[src/hdl/assert_macros.svh]
// Assertion macros shared by the date adder modules.
// No dependencies; included by files that carry concurrent checks.
`ifndef ASSERT_MACROS_SVH
`define ASSERT_MACROS_SVH

// Same-cycle implication, disabled while reset is asserted.
`define ASSERT_IMP(label, clk, rst_n, ante, cons) \
	label: assert property (@(posedge clk) disable iff (!rst_n) (ante) |-> (cons)) \
		else $error("assertion failed");

// Next-cycle implication, disabled while reset is asserted.
`define ASSERT_NXT(label, clk, rst_n, ante, cons) \
	label: assert property (@(posedge clk) disable iff (!rst_n) (ante) |=> (cons)) \
		else $error("assertion failed");

`endif

[src/hdl/dad_pkg.sv]
// Types, constants and calendar functions for the date adder.
// No dependencies; used by dad_ctrl, dad_dp and date_add_days.
package dad_pkg;

	localparam logic [15:0] DAYS_RESET  = 16'd45;
	localparam logic [12:0] DIV100_MUL  = 13'd5243;
	localparam int          DIV100_SHIFT = 19;
	localparam logic        REG_DAYS    = 1'b0;

	typedef struct packed {
		logic [4:0]  day_in;
		logic [3:0]  month_in;
		logic [13:0] year_in;
	} date_t;

	typedef struct packed {
		logic [4:0]  day_out;
		logic [3:0]  month_out;
		logic [13:0] year_out;
	} result_t;

	typedef enum logic [2:0] {
		S_IDLE,
		S_RES,
		S_DOY,
		S_SPLIT,
		S_YEAR,
		S_MONTH,
		S_OUT
	} state_t;

	typedef struct packed {
		logic load;
		logic res;
		logic doy;
		logic split;
		logic year;
		logic month;
		logic out_load;
	} dp_cmd_t;

	typedef struct packed {
		logic fits;
		logic more_years;
		logic month_done;
		logic out_free;
	} dp_sts_t;

	// Leap rule from the year's low bits and its residues by 100 and 400.
	function automatic logic is_leap(input logic [1:0] y_lo, input logic [6:0] r100,
			input logic [1:0] c4);
		return ((y_lo == 2'd0) && (r100 != 7'd0)) || ((r100 == 7'd0) && (c4 == 2'd0));
	endfunction

	function automatic logic [8:0] year_len(input logic leap);
		return leap ? 9'd366 : 9'd365;
	endfunction

	// Days in all months before month m, common year.
	function automatic logic [8:0] days_before(input logic [3:0] m);
		logic [8:0] n;
		case (m)
			4'd1:    n = 9'd0;
			4'd2:    n = 9'd31;
			4'd3:    n = 9'd59;
			4'd4:    n = 9'd90;
			4'd5:    n = 9'd120;
			4'd6:    n = 9'd151;
			4'd7:    n = 9'd181;
			4'd8:    n = 9'd212;
			4'd9:    n = 9'd243;
			4'd10:   n = 9'd273;
			4'd11:   n = 9'd304;
			4'd12:   n = 9'd334;
			default: n = 9'd0;
		endcase
		return n;
	endfunction

	function automatic logic [4:0] month_len(input logic [3:0] m, input logic leap);
		logic [4:0] n;
		case (m)
			4'd2:                     n = leap ? 5'd29 : 5'd28;
			4'd4, 4'd6, 4'd9, 4'd11:  n = 5'd30;
			default:                  n = 5'd31;
		endcase
		return n;
	endfunction

endpackage

[src/hdl/date_add_days.sv]
// Top level of the date adder: configuration register, sequencer and datapath.
// Depends on dad_pkg, dad_ctrl and dad_dp.
//
//   Channel   Direction  Handshake                    Beat contents
//   date      in         date_valid / date_ready      day_in, month_in, year_in
//   result    out        result_valid / result_ready  day_out, month_out, year_out
//   config    in (APB)   psel, penable, pwrite        days_to_add at byte address 0
//
// A beat passes through the residue, day-of-year and split steps, then the year loop when the sum
// leaves its year, skipping up to about 180 whole years for 65535 days, then walks up to 11 months
// in the final year before the output step.
// The next date beat can be taken in the cycle after the result is loaded, even before the result is taken.
// Reset clears the sequencer and result valid flag and sets days_to_add to 45.
// A stalled result holds the sequencer in its output step until the register frees up.

module date_add_days (
	input  logic              clk,
	input  logic              arst_n,
	input  logic              date_valid,
	output logic              date_ready,
	input  dad_pkg::date_t    date,
	output logic              result_valid,
	input  logic              result_ready,
	output dad_pkg::result_t  result,
	input  logic              psel,
	input  logic              penable,
	input  logic              pwrite,
	input  logic [2:0]        paddr,
	input  logic [31:0]       pwdata,
	output logic [31:0]       prdata,
	output logic              pready
);

	logic [15:0]       days_q;
	dad_pkg::dp_cmd_t  cmd;
	dad_pkg::dp_sts_t  sts;

	// The only register sits at word 0; bit 2 of the byte address selects the word.
	always_ff @(posedge clk or negedge arst_n) begin
		if (!arst_n) begin
			days_q <= dad_pkg::DAYS_RESET;
		end else if (psel && penable && pwrite && (paddr[2] == dad_pkg::REG_DAYS)) begin
			days_q <= pwdata[15:0];
		end
	end

	assign pready = 1'b1;
	assign prdata = (paddr[2] == dad_pkg::REG_DAYS) ? {16'd0, days_q} : 32'd0;

	dad_ctrl u_ctrl (
		.clk        (clk),
		.arst_n     (arst_n),
		.date_valid (date_valid),
		.date_ready (date_ready),
		.sts        (sts),
		.cmd        (cmd)
	);

	dad_dp u_dp (
		.clk          (clk),
		.arst_n       (arst_n),
		.cmd          (cmd),
		.sts          (sts),
		.date         (date),
		.days_to_add  (days_q),
		.result_valid (result_valid),
		.result_ready (result_ready),
		.result       (result)
	);

endmodule

[src/hdl/dad_ctrl.sv]
// Sequencer for the date adder: walks one date through the datapath steps.
// Depends on dad_pkg and assert_macros.svh.
`include "assert_macros.svh"

module dad_ctrl (
	input  logic             clk,
	input  logic             arst_n,
	input  logic             date_valid,
	output logic             date_ready,
	input  dad_pkg::dp_sts_t sts,
	output dad_pkg::dp_cmd_t cmd
);

	dad_pkg::state_t state_q, state_d;

	always_ff @(posedge clk or negedge arst_n) begin
		if (!arst_n) begin
			state_q <= dad_pkg::S_IDLE;
		end else begin
			state_q <= state_d;
		end
	end

	always_comb begin
		state_d = state_q;
		unique case (state_q)
			dad_pkg::S_IDLE:  if (date_valid) state_d = dad_pkg::S_RES;
			dad_pkg::S_RES:   state_d = dad_pkg::S_DOY;
			dad_pkg::S_DOY:   state_d = dad_pkg::S_SPLIT;
			dad_pkg::S_SPLIT: state_d = sts.fits ? dad_pkg::S_MONTH : dad_pkg::S_YEAR;
			dad_pkg::S_YEAR:  if (!sts.more_years) state_d = dad_pkg::S_MONTH;
			dad_pkg::S_MONTH: if (sts.month_done) state_d = dad_pkg::S_OUT;
			dad_pkg::S_OUT:   if (sts.out_free) state_d = dad_pkg::S_IDLE;
			default:          state_d = dad_pkg::S_IDLE;
		endcase
	end

	always_comb begin
		cmd        = '0;
		date_ready = 1'b0;
		unique case (state_q)
			dad_pkg::S_IDLE: begin
				date_ready = 1'b1;
				cmd.load   = date_valid;
			end
			dad_pkg::S_RES:   cmd.res      = 1'b1;
			dad_pkg::S_DOY:   cmd.doy      = 1'b1;
			dad_pkg::S_SPLIT: cmd.split    = 1'b1;
			dad_pkg::S_YEAR:  cmd.year     = 1'b1;
			dad_pkg::S_MONTH: cmd.month    = 1'b1;
			dad_pkg::S_OUT:   cmd.out_load = sts.out_free;
			default: begin
				cmd        = '0;
				date_ready = 1'b0;
			end
		endcase
	end

	`ASSERT_NXT(a_out_to_idle, clk, arst_n, state_q == dad_pkg::S_OUT && sts.out_free,
		state_q == dad_pkg::S_IDLE)
	`ASSERT_NXT(a_load_starts, clk, arst_n, cmd.load, state_q == dad_pkg::S_RES && !date_ready)
	`ASSERT_IMP(a_ready_idle, clk, arst_n, date_ready, state_q == dad_pkg::S_IDLE)

endmodule

[src/hdl/dad_dp.sv]
// Datapath of the date adder: date registers, year residues, day counter, result register.
// Depends on dad_pkg and assert_macros.svh.
`include "assert_macros.svh"

module dad_dp (
	input  logic              clk,
	input  logic              arst_n,
	input  dad_pkg::dp_cmd_t  cmd,
	output dad_pkg::dp_sts_t  sts,
	input  dad_pkg::date_t    date,
	input  logic [15:0]       days_to_add,
	output logic              result_valid,
	input  logic              result_ready,
	output dad_pkg::result_t  result
);

	logic [4:0]  d_q;
	logic [3:0]  m_q;
	logic [14:0] y_q;
	logic [7:0]  q_q;
	logic [6:0]  r100_q;
	logic [1:0]  c4_q;
	logic [15:0] x_q;
	logic [16:0] cnt_q;
	logic        result_valid_q;
	dad_pkg::result_t result_q;

	logic [26:0] prod;
	logic [13:0] q100;
	logic        leap;
	logic [8:0]  ylen;
	logic [8:0]  rem;
	logic [4:0]  mlen;
	logic        fits;
	logic        more_years;
	logic        month_done;

	// Year / 100 by reciprocal multiply; exact for every 14-bit year.
	assign prod = 27'(date.year_in) * 27'(dad_pkg::DIV100_MUL);
	assign q100 = {q_q, 6'd0} + {1'b0, q_q, 5'd0} + {4'd0, q_q, 2'd0};

	assign leap       = dad_pkg::is_leap(y_q[1:0], r100_q, c4_q);
	assign ylen       = dad_pkg::year_len(leap);
	assign rem        = ylen - cnt_q[8:0];
	assign fits       = {1'b0, x_q} <= {8'd0, rem};
	assign more_years = cnt_q > {8'd0, ylen};
	assign mlen       = dad_pkg::month_len(m_q, leap);
	assign month_done = (m_q == 4'd12) || (cnt_q <= {12'd0, mlen});

	always_ff @(posedge clk) begin
		if (cmd.load) begin
			d_q   <= (date.day_in == 5'd0) ? 5'd1 : date.day_in;
			m_q   <= (date.month_in == 4'd0) ? 4'd1 :
				(date.month_in > 4'd12) ? 4'd12 : date.month_in;
			y_q   <= {1'b0, date.year_in};
			q_q   <= prod[26:dad_pkg::DIV100_SHIFT];
			x_q   <= days_to_add;
		end
		if (cmd.res) begin
			r100_q <= 7'(y_q[13:0] - q100);
			c4_q   <= q_q[1:0];
		end
		if (cmd.doy) begin
			cnt_q <= 17'(d_q) + 17'(dad_pkg::days_before(m_q))
				+ 17'(leap && (m_q > 4'd2));
		end
		if (cmd.split) begin
			m_q <= 4'd1;
			if (fits) begin
				cnt_q <= cnt_q + 17'(x_q);
			end else begin
				cnt_q <= 17'(x_q) - 17'(rem);
			end
		end
		if (cmd.year && more_years) begin
			cnt_q <= cnt_q - 17'(ylen);
		end
		// Year advance keeps the residues by 100 and 400 in step.
		if ((cmd.split && !fits) || (cmd.year && more_years)) begin
			y_q <= y_q + 15'd1;
			if (r100_q == 7'd99) begin
				r100_q <= 7'd0;
				c4_q   <= c4_q + 2'd1;
			end else begin
				r100_q <= r100_q + 7'd1;
			end
		end
		if (cmd.month && !month_done) begin
			cnt_q <= cnt_q - 17'(mlen);
			m_q   <= m_q + 4'd1;
		end
		if (cmd.out_load) begin
			result_q.day_out   <= cnt_q[4:0];
			result_q.month_out <= m_q;
			result_q.year_out  <= y_q[13:0];
		end
	end

	always_ff @(posedge clk or negedge arst_n) begin
		if (!arst_n) begin
			result_valid_q <= 1'b0;
		end else if (cmd.out_load) begin
			result_valid_q <= 1'b1;
		end else if (result_ready) begin
			result_valid_q <= 1'b0;
		end
	end

	assign result_valid   = result_valid_q;
	assign result         = result_q;
	assign sts.fits       = fits;
	assign sts.more_years = more_years;
	assign sts.month_done = month_done;
	assign sts.out_free   = !result_valid_q || result_ready;

	`ASSERT_NXT(a_year_step, clk, arst_n, cmd.year && more_years,
		y_q == $past(y_q) + 15'd1)
	`ASSERT_IMP(a_month_range, clk, arst_n, cmd.month, m_q >= 4'd1 && m_q <= 4'd12)
	`ASSERT_IMP(a_res_range, clk, arst_n, cmd.year || cmd.month, r100_q < 7'd100)

endmodule

[config.mk]
export PLATFORM = sky130hd
export DESIGN_NAME = date_add_days
export DESIGN_NICKNAME = d
export VERILOG_FILES = /design/src/hdl/dad_pkg.sv /design/src/hdl/date_add_days.sv /design/src/hdl/dad_ctrl.sv /design/src/hdl/dad_dp.sv
export VERILOG_INCLUDE_DIRS = /design/src /design/src/hdl
export SDC_FILE = /design/constraint.sdc
export NUM_CORES = 1
export LEC_CHECK = 0
export ABC_AREA = 1
export BUFFER_PORTS_ARGS = -buffer_cell sky130_fd_sc_hd__buf_2
export CORE_MARGIN = 5
export CORE_UTILIZATION = 55
export DETAILED_ROUTE_END_ITERATION = 10
export HOLD_SLACK_MARGIN = 0.1
export MAX_ROUTING_LAYER = met4
export PLACE_DENSITY = 0.85
export SYNTH_ARGS = -nofsm -noshare
export SYNTH_HDL_FRONTEND = slang
export SYNTH_SLANG_ARGS = --single-unit
[constraint.sdc]
create_clock -name clk -period 4.2 [get_ports clk]
set_input_delay 0.84 -clock clk [delete_from_list [all_inputs] [get_ports clk]]
set_output_delay 0.84 -clock clk [all_outputs]
set_load 0.02 [all_outputs]
==> impl_metrics.yaml <==
timing:
  setup_viol: 5
  fin_crit_sh_pct: 104.0
  hold_viol: 0
  fin_skew_ps: 17.68
  slew_violations: 0
  worst_pin_slew_ps: 579.6
  rsz0062_at_grt: "yes"
  fmax_mhz: 228.9
  whs_ps: 380.9
  layout_setup_ws_ps: -167.9
  min_period_ps: 4368
  slew_headroom_pct: 61.36
route:
  num_vias: 11693
  totalWireLength_um: 36500
  vias_per_cell: 5.638
  ant_nets: 0
  drtIter0Drc: 1182
  drt-met1-wl_um: 14120
  drc: 0
  dr_wl_met3_um: 2813
  met2_length_um: 17880
  top_layer_used: "met4"
  routedWlPerCell_um: 17.60
  drt_pass1_iterations: 6
synth:
  ys_seq_area_share_pct: 27.16
  ys_ff_latch: 122
  ys_top_cells_by_area: "edfxtp_1 (21%), ha_1 (15%), fa_1 (11%)"
  syn_area_um2: 12730
  syn_area_per_cell_um2: 7.964
  ys.flop_type: "edfxtp_1"
  async_reset_ff_share_pct: 16.39
  synth_top_area_share_pct: 21.46
  ys_warn_count: 0
  synth-edff-count: 91
  synthMostInstantiatedCell: "nand2_1"
  yosysTopAreaCell: "edfxtp_1"
  synth_top_cells_by_count: "nand2_1 (327), inv_1 (286), ha_1 (150)"
  syn_inst: 1599
  synth_cell_types: 56
clocking:
  cts_sinks: 122
  hold_buffers: 0
  h-tree-depth: 4
  ctsRootBufferMaster: "clkbuf_16"
  clk_latency_ps: 440
  cts_tree: "built"
  clkTransAtPathRegs_ps: 60
  cts_made_buffers: 17
  clockBufferDepth: 2
floorplanning:
  design.die.area_um2: 26300
  dieWidth_um: 162.2
  ios: 123
  initial_utilization_pct: 56.08
  die_h_um: 162.2
  core-area_um2: 22710
  std_cell_rows: 55
cells_and_area:
  fillCellCount: 1674
  fin_util_pct: 68.18
  diodes: 0
  syn_to_final_growth_pct: 21.58
  nNetsFinal: 2059
  drive_gt1_share_pct: 21.24
worst_setup_path:
  max_stage_delay_ps: 620
  path_buf_inv: 3
  reg2reg_to: "u_dp.r100_q[3]$_DFFE_PP_"
  path_class: "in -> reg"
  reg2reg_depth: 22
  cp.required_ps: 4390
  rrSetupSlack_ps: 130
  cp_data_arrival_time_ps: 4560
  path_max_fanout: 6
  cpMaxStageDelayCell: "fa_2"
  crit_chain: "buf_12 > ha_4 > inv_2 > fa_1 > fa_1 > inv_2 > fa_1 > fa_2 > ha_4 > a21o_1 > nand3_2 > nand3_2 > a211oi_2 > nand2_1 > nand2_1 > nand2_1"
  r2r_start: "u_dp.r100_q[5]$_DFFE_PP_"
  crit_start: "date[9]"
  end_kind: "flip-flop"
  start_kind: "input pin"
  crit_family: "adder cells"
placed_design:
  portBuffers: 87
  dp_hpwl_um: 26350
  place_congestion: 0.9538
grt:
  grt_pass1_vias: 11487
  antenna_found_initial: 0
  grt_pass1_wl_um: 56160
  grt.total_usage_pct: 27.22
  grt_overflow: 0
  grt_start_max_net_pins: 33
pwr:
  p_leak_nw: 7.599
  cellPowerDensity_nw_per_um2: 926.0
  max-vdd-ir-drop_uv: 664.1
run_status:
  violations: "setup timing"
  status: "finished with violations"
flow_run:
  drv_cap: 0
worst_hold_path:
  hp-class: "in -> async"
## routing by layer
layer,global-route usage [%],vias to the layer above
met4,10.61,0
li1,-,5491
met2,45.45,561
met3,4.339,127
met1,33.34,5514
met5,-,-
## stage by stage
step	setup WS (ps)	std cells	total power [mW]	setup TNS, ps	area [um^2]
after floorplan	-147.4	1614	8.780	-324.9	12960
after global placement	-513.0	2032	10.80	-2289	14140
after detailed placement	-608.9	2032	11.16	-2863	14140
after CTS	-7.857	2065	13.16	-14.92	14930
after global routing	-286.6	2074	15.45	-1697	15480
final	-167.9	2074	14.34	-563.3	15480
## sequential cells by signal, indices dropped and copies added (netlist names), named ones only
name               flops
u_dp.m_q               4
u_dp.y_q              14
u_dp.cnt_q            17
u_dp.d_q               5
days_q                16
u_dp.q_q               5
u_dp.result_valid      1
u_dp.c4_q              2
u_ctrl.state_q         3
u_dp.result           23
u_dp.r100_q            7
u_dp.x_q              16
## where the power goes
group	switching (mW)	total, mW	internal (mW)
Clock	0.651	1.55	0.897
Combinational	6.11	10.2	4.12
Sequential	0.539	2.56	2.02
Total	7.30	14.3	7.04
## kinds of logic (layout without fill, tap and decap cells)
group | count (synthesis) | after routing | synth area share, %
compound gates | 180 | 180 | 8.017
xor+xnor | 67 | 67 | 4.608
fa+ha+maj | 218 | 218 | 25.43
buf+inv | 342 | 516 | 11.20
flops | 122 | 122 | 27.16
mux | 1 | 1 | 0.07860
other cells | 2 | 17 | 0.05897
simple gates | 667 | 668 | 23.45
## cell usage in the layout, fill, tap and decap left out, types with 4 or more instances in the layout
| master | Yosys | routed |
|---|---|---|
| nor2_2 | 5 | 11 |
| o21ai_1 | 23 | 29 |
| dfxtp_1 | 11 | 11 |
| nand2_4 | 6 | 14 |
| fa_1 | 68 | 62 |
| dfrtp_1 | 16 | 16 |
| xor2_1 | 52 | 50 |
| inv_8 | 1 | 4 |
| nand3_1 | 122 | 116 |
| ha_1 | 150 | 120 |
| nor2_4 | 3 | 4 |
| clkbuf_16 | 0 | 22 |
| ha_4 | 0 | 25 |
| nand2_2 | 14 | 18 |
| a21oi_1 | 74 | 59 |
| nand3b_1 | 8 | 8 |
| nand3_2 | 4 | 10 |
| inv_1 | 286 | 274 |
| a31oi_1 | 5 | 5 |
| nand2_1 | 327 | 315 |
| a21oi_2 | 4 | 15 |
| conb_1 | 2 | 17 |
| buf_4 | 19 | 93 |
| xnor2_1 | 15 | 15 |
| buf_12 | 1 | 5 |
| o21bai_1 | 10 | 8 |
| inv_2 | 11 | 21 |
| nor2_1 | 127 | 120 |
| o21ai_0 | 45 | 38 |
| o211ai_1 | 5 | 5 |
| nand4_1 | 27 | 27 |
| buf_2 | 6 | 76 |
| nor3_1 | 12 | 9 |
| fa_2 | 0 | 6 |
| ha_2 | 0 | 5 |
| dfstp_2 | 4 | 4 |
| edfxtp_1 | 91 | 91 |
| a21oi_4 | 1 | 5 |
| inv_6 | 0 | 7 |
## worst max-delay path by stage
stage	end	slack [ps]	cells past startpoint
2_1_floorplan	u_dp.q_q[2]$_DFFE_PP_	-150	13
3_3_place_gp	u_dp.q_q[4]$_DFFE_PP_	-510	19
3_5_place_dp	u_dp.q_q[3]$_DFFE_PP_	-610	13
4_1_cts	u_dp.r100_q[3]$_DFFE_PP_	-8	23
5_1_grt	u_dp.q_q[4]$_DFFE_PP_	-290	16
6_report	u_dp.q_q[4]$_DFFE_PP_	-170	16
## area by class of cell
class	count	area [um^2]	area share [%]
repair buffers	184	1360	8.785
well taps	285	356.6	2.303
multi-input cells	1151	8561	55.29
clock inverters	15	177.7	1.148
clock buffers	17	425.4	2.748
inverters	300	1144	7.386
flip-flops and latches	122	3458	22.34
## repair_timing
item	4_1_cts	5_1_grt
gates cloned	0	6
pin swaps	11	46
endpoints found under the setup margin	23	65
resized for setup	28	102
setup buffers	1	3
No activity file was read; power rests on OpenSTA's default activity.
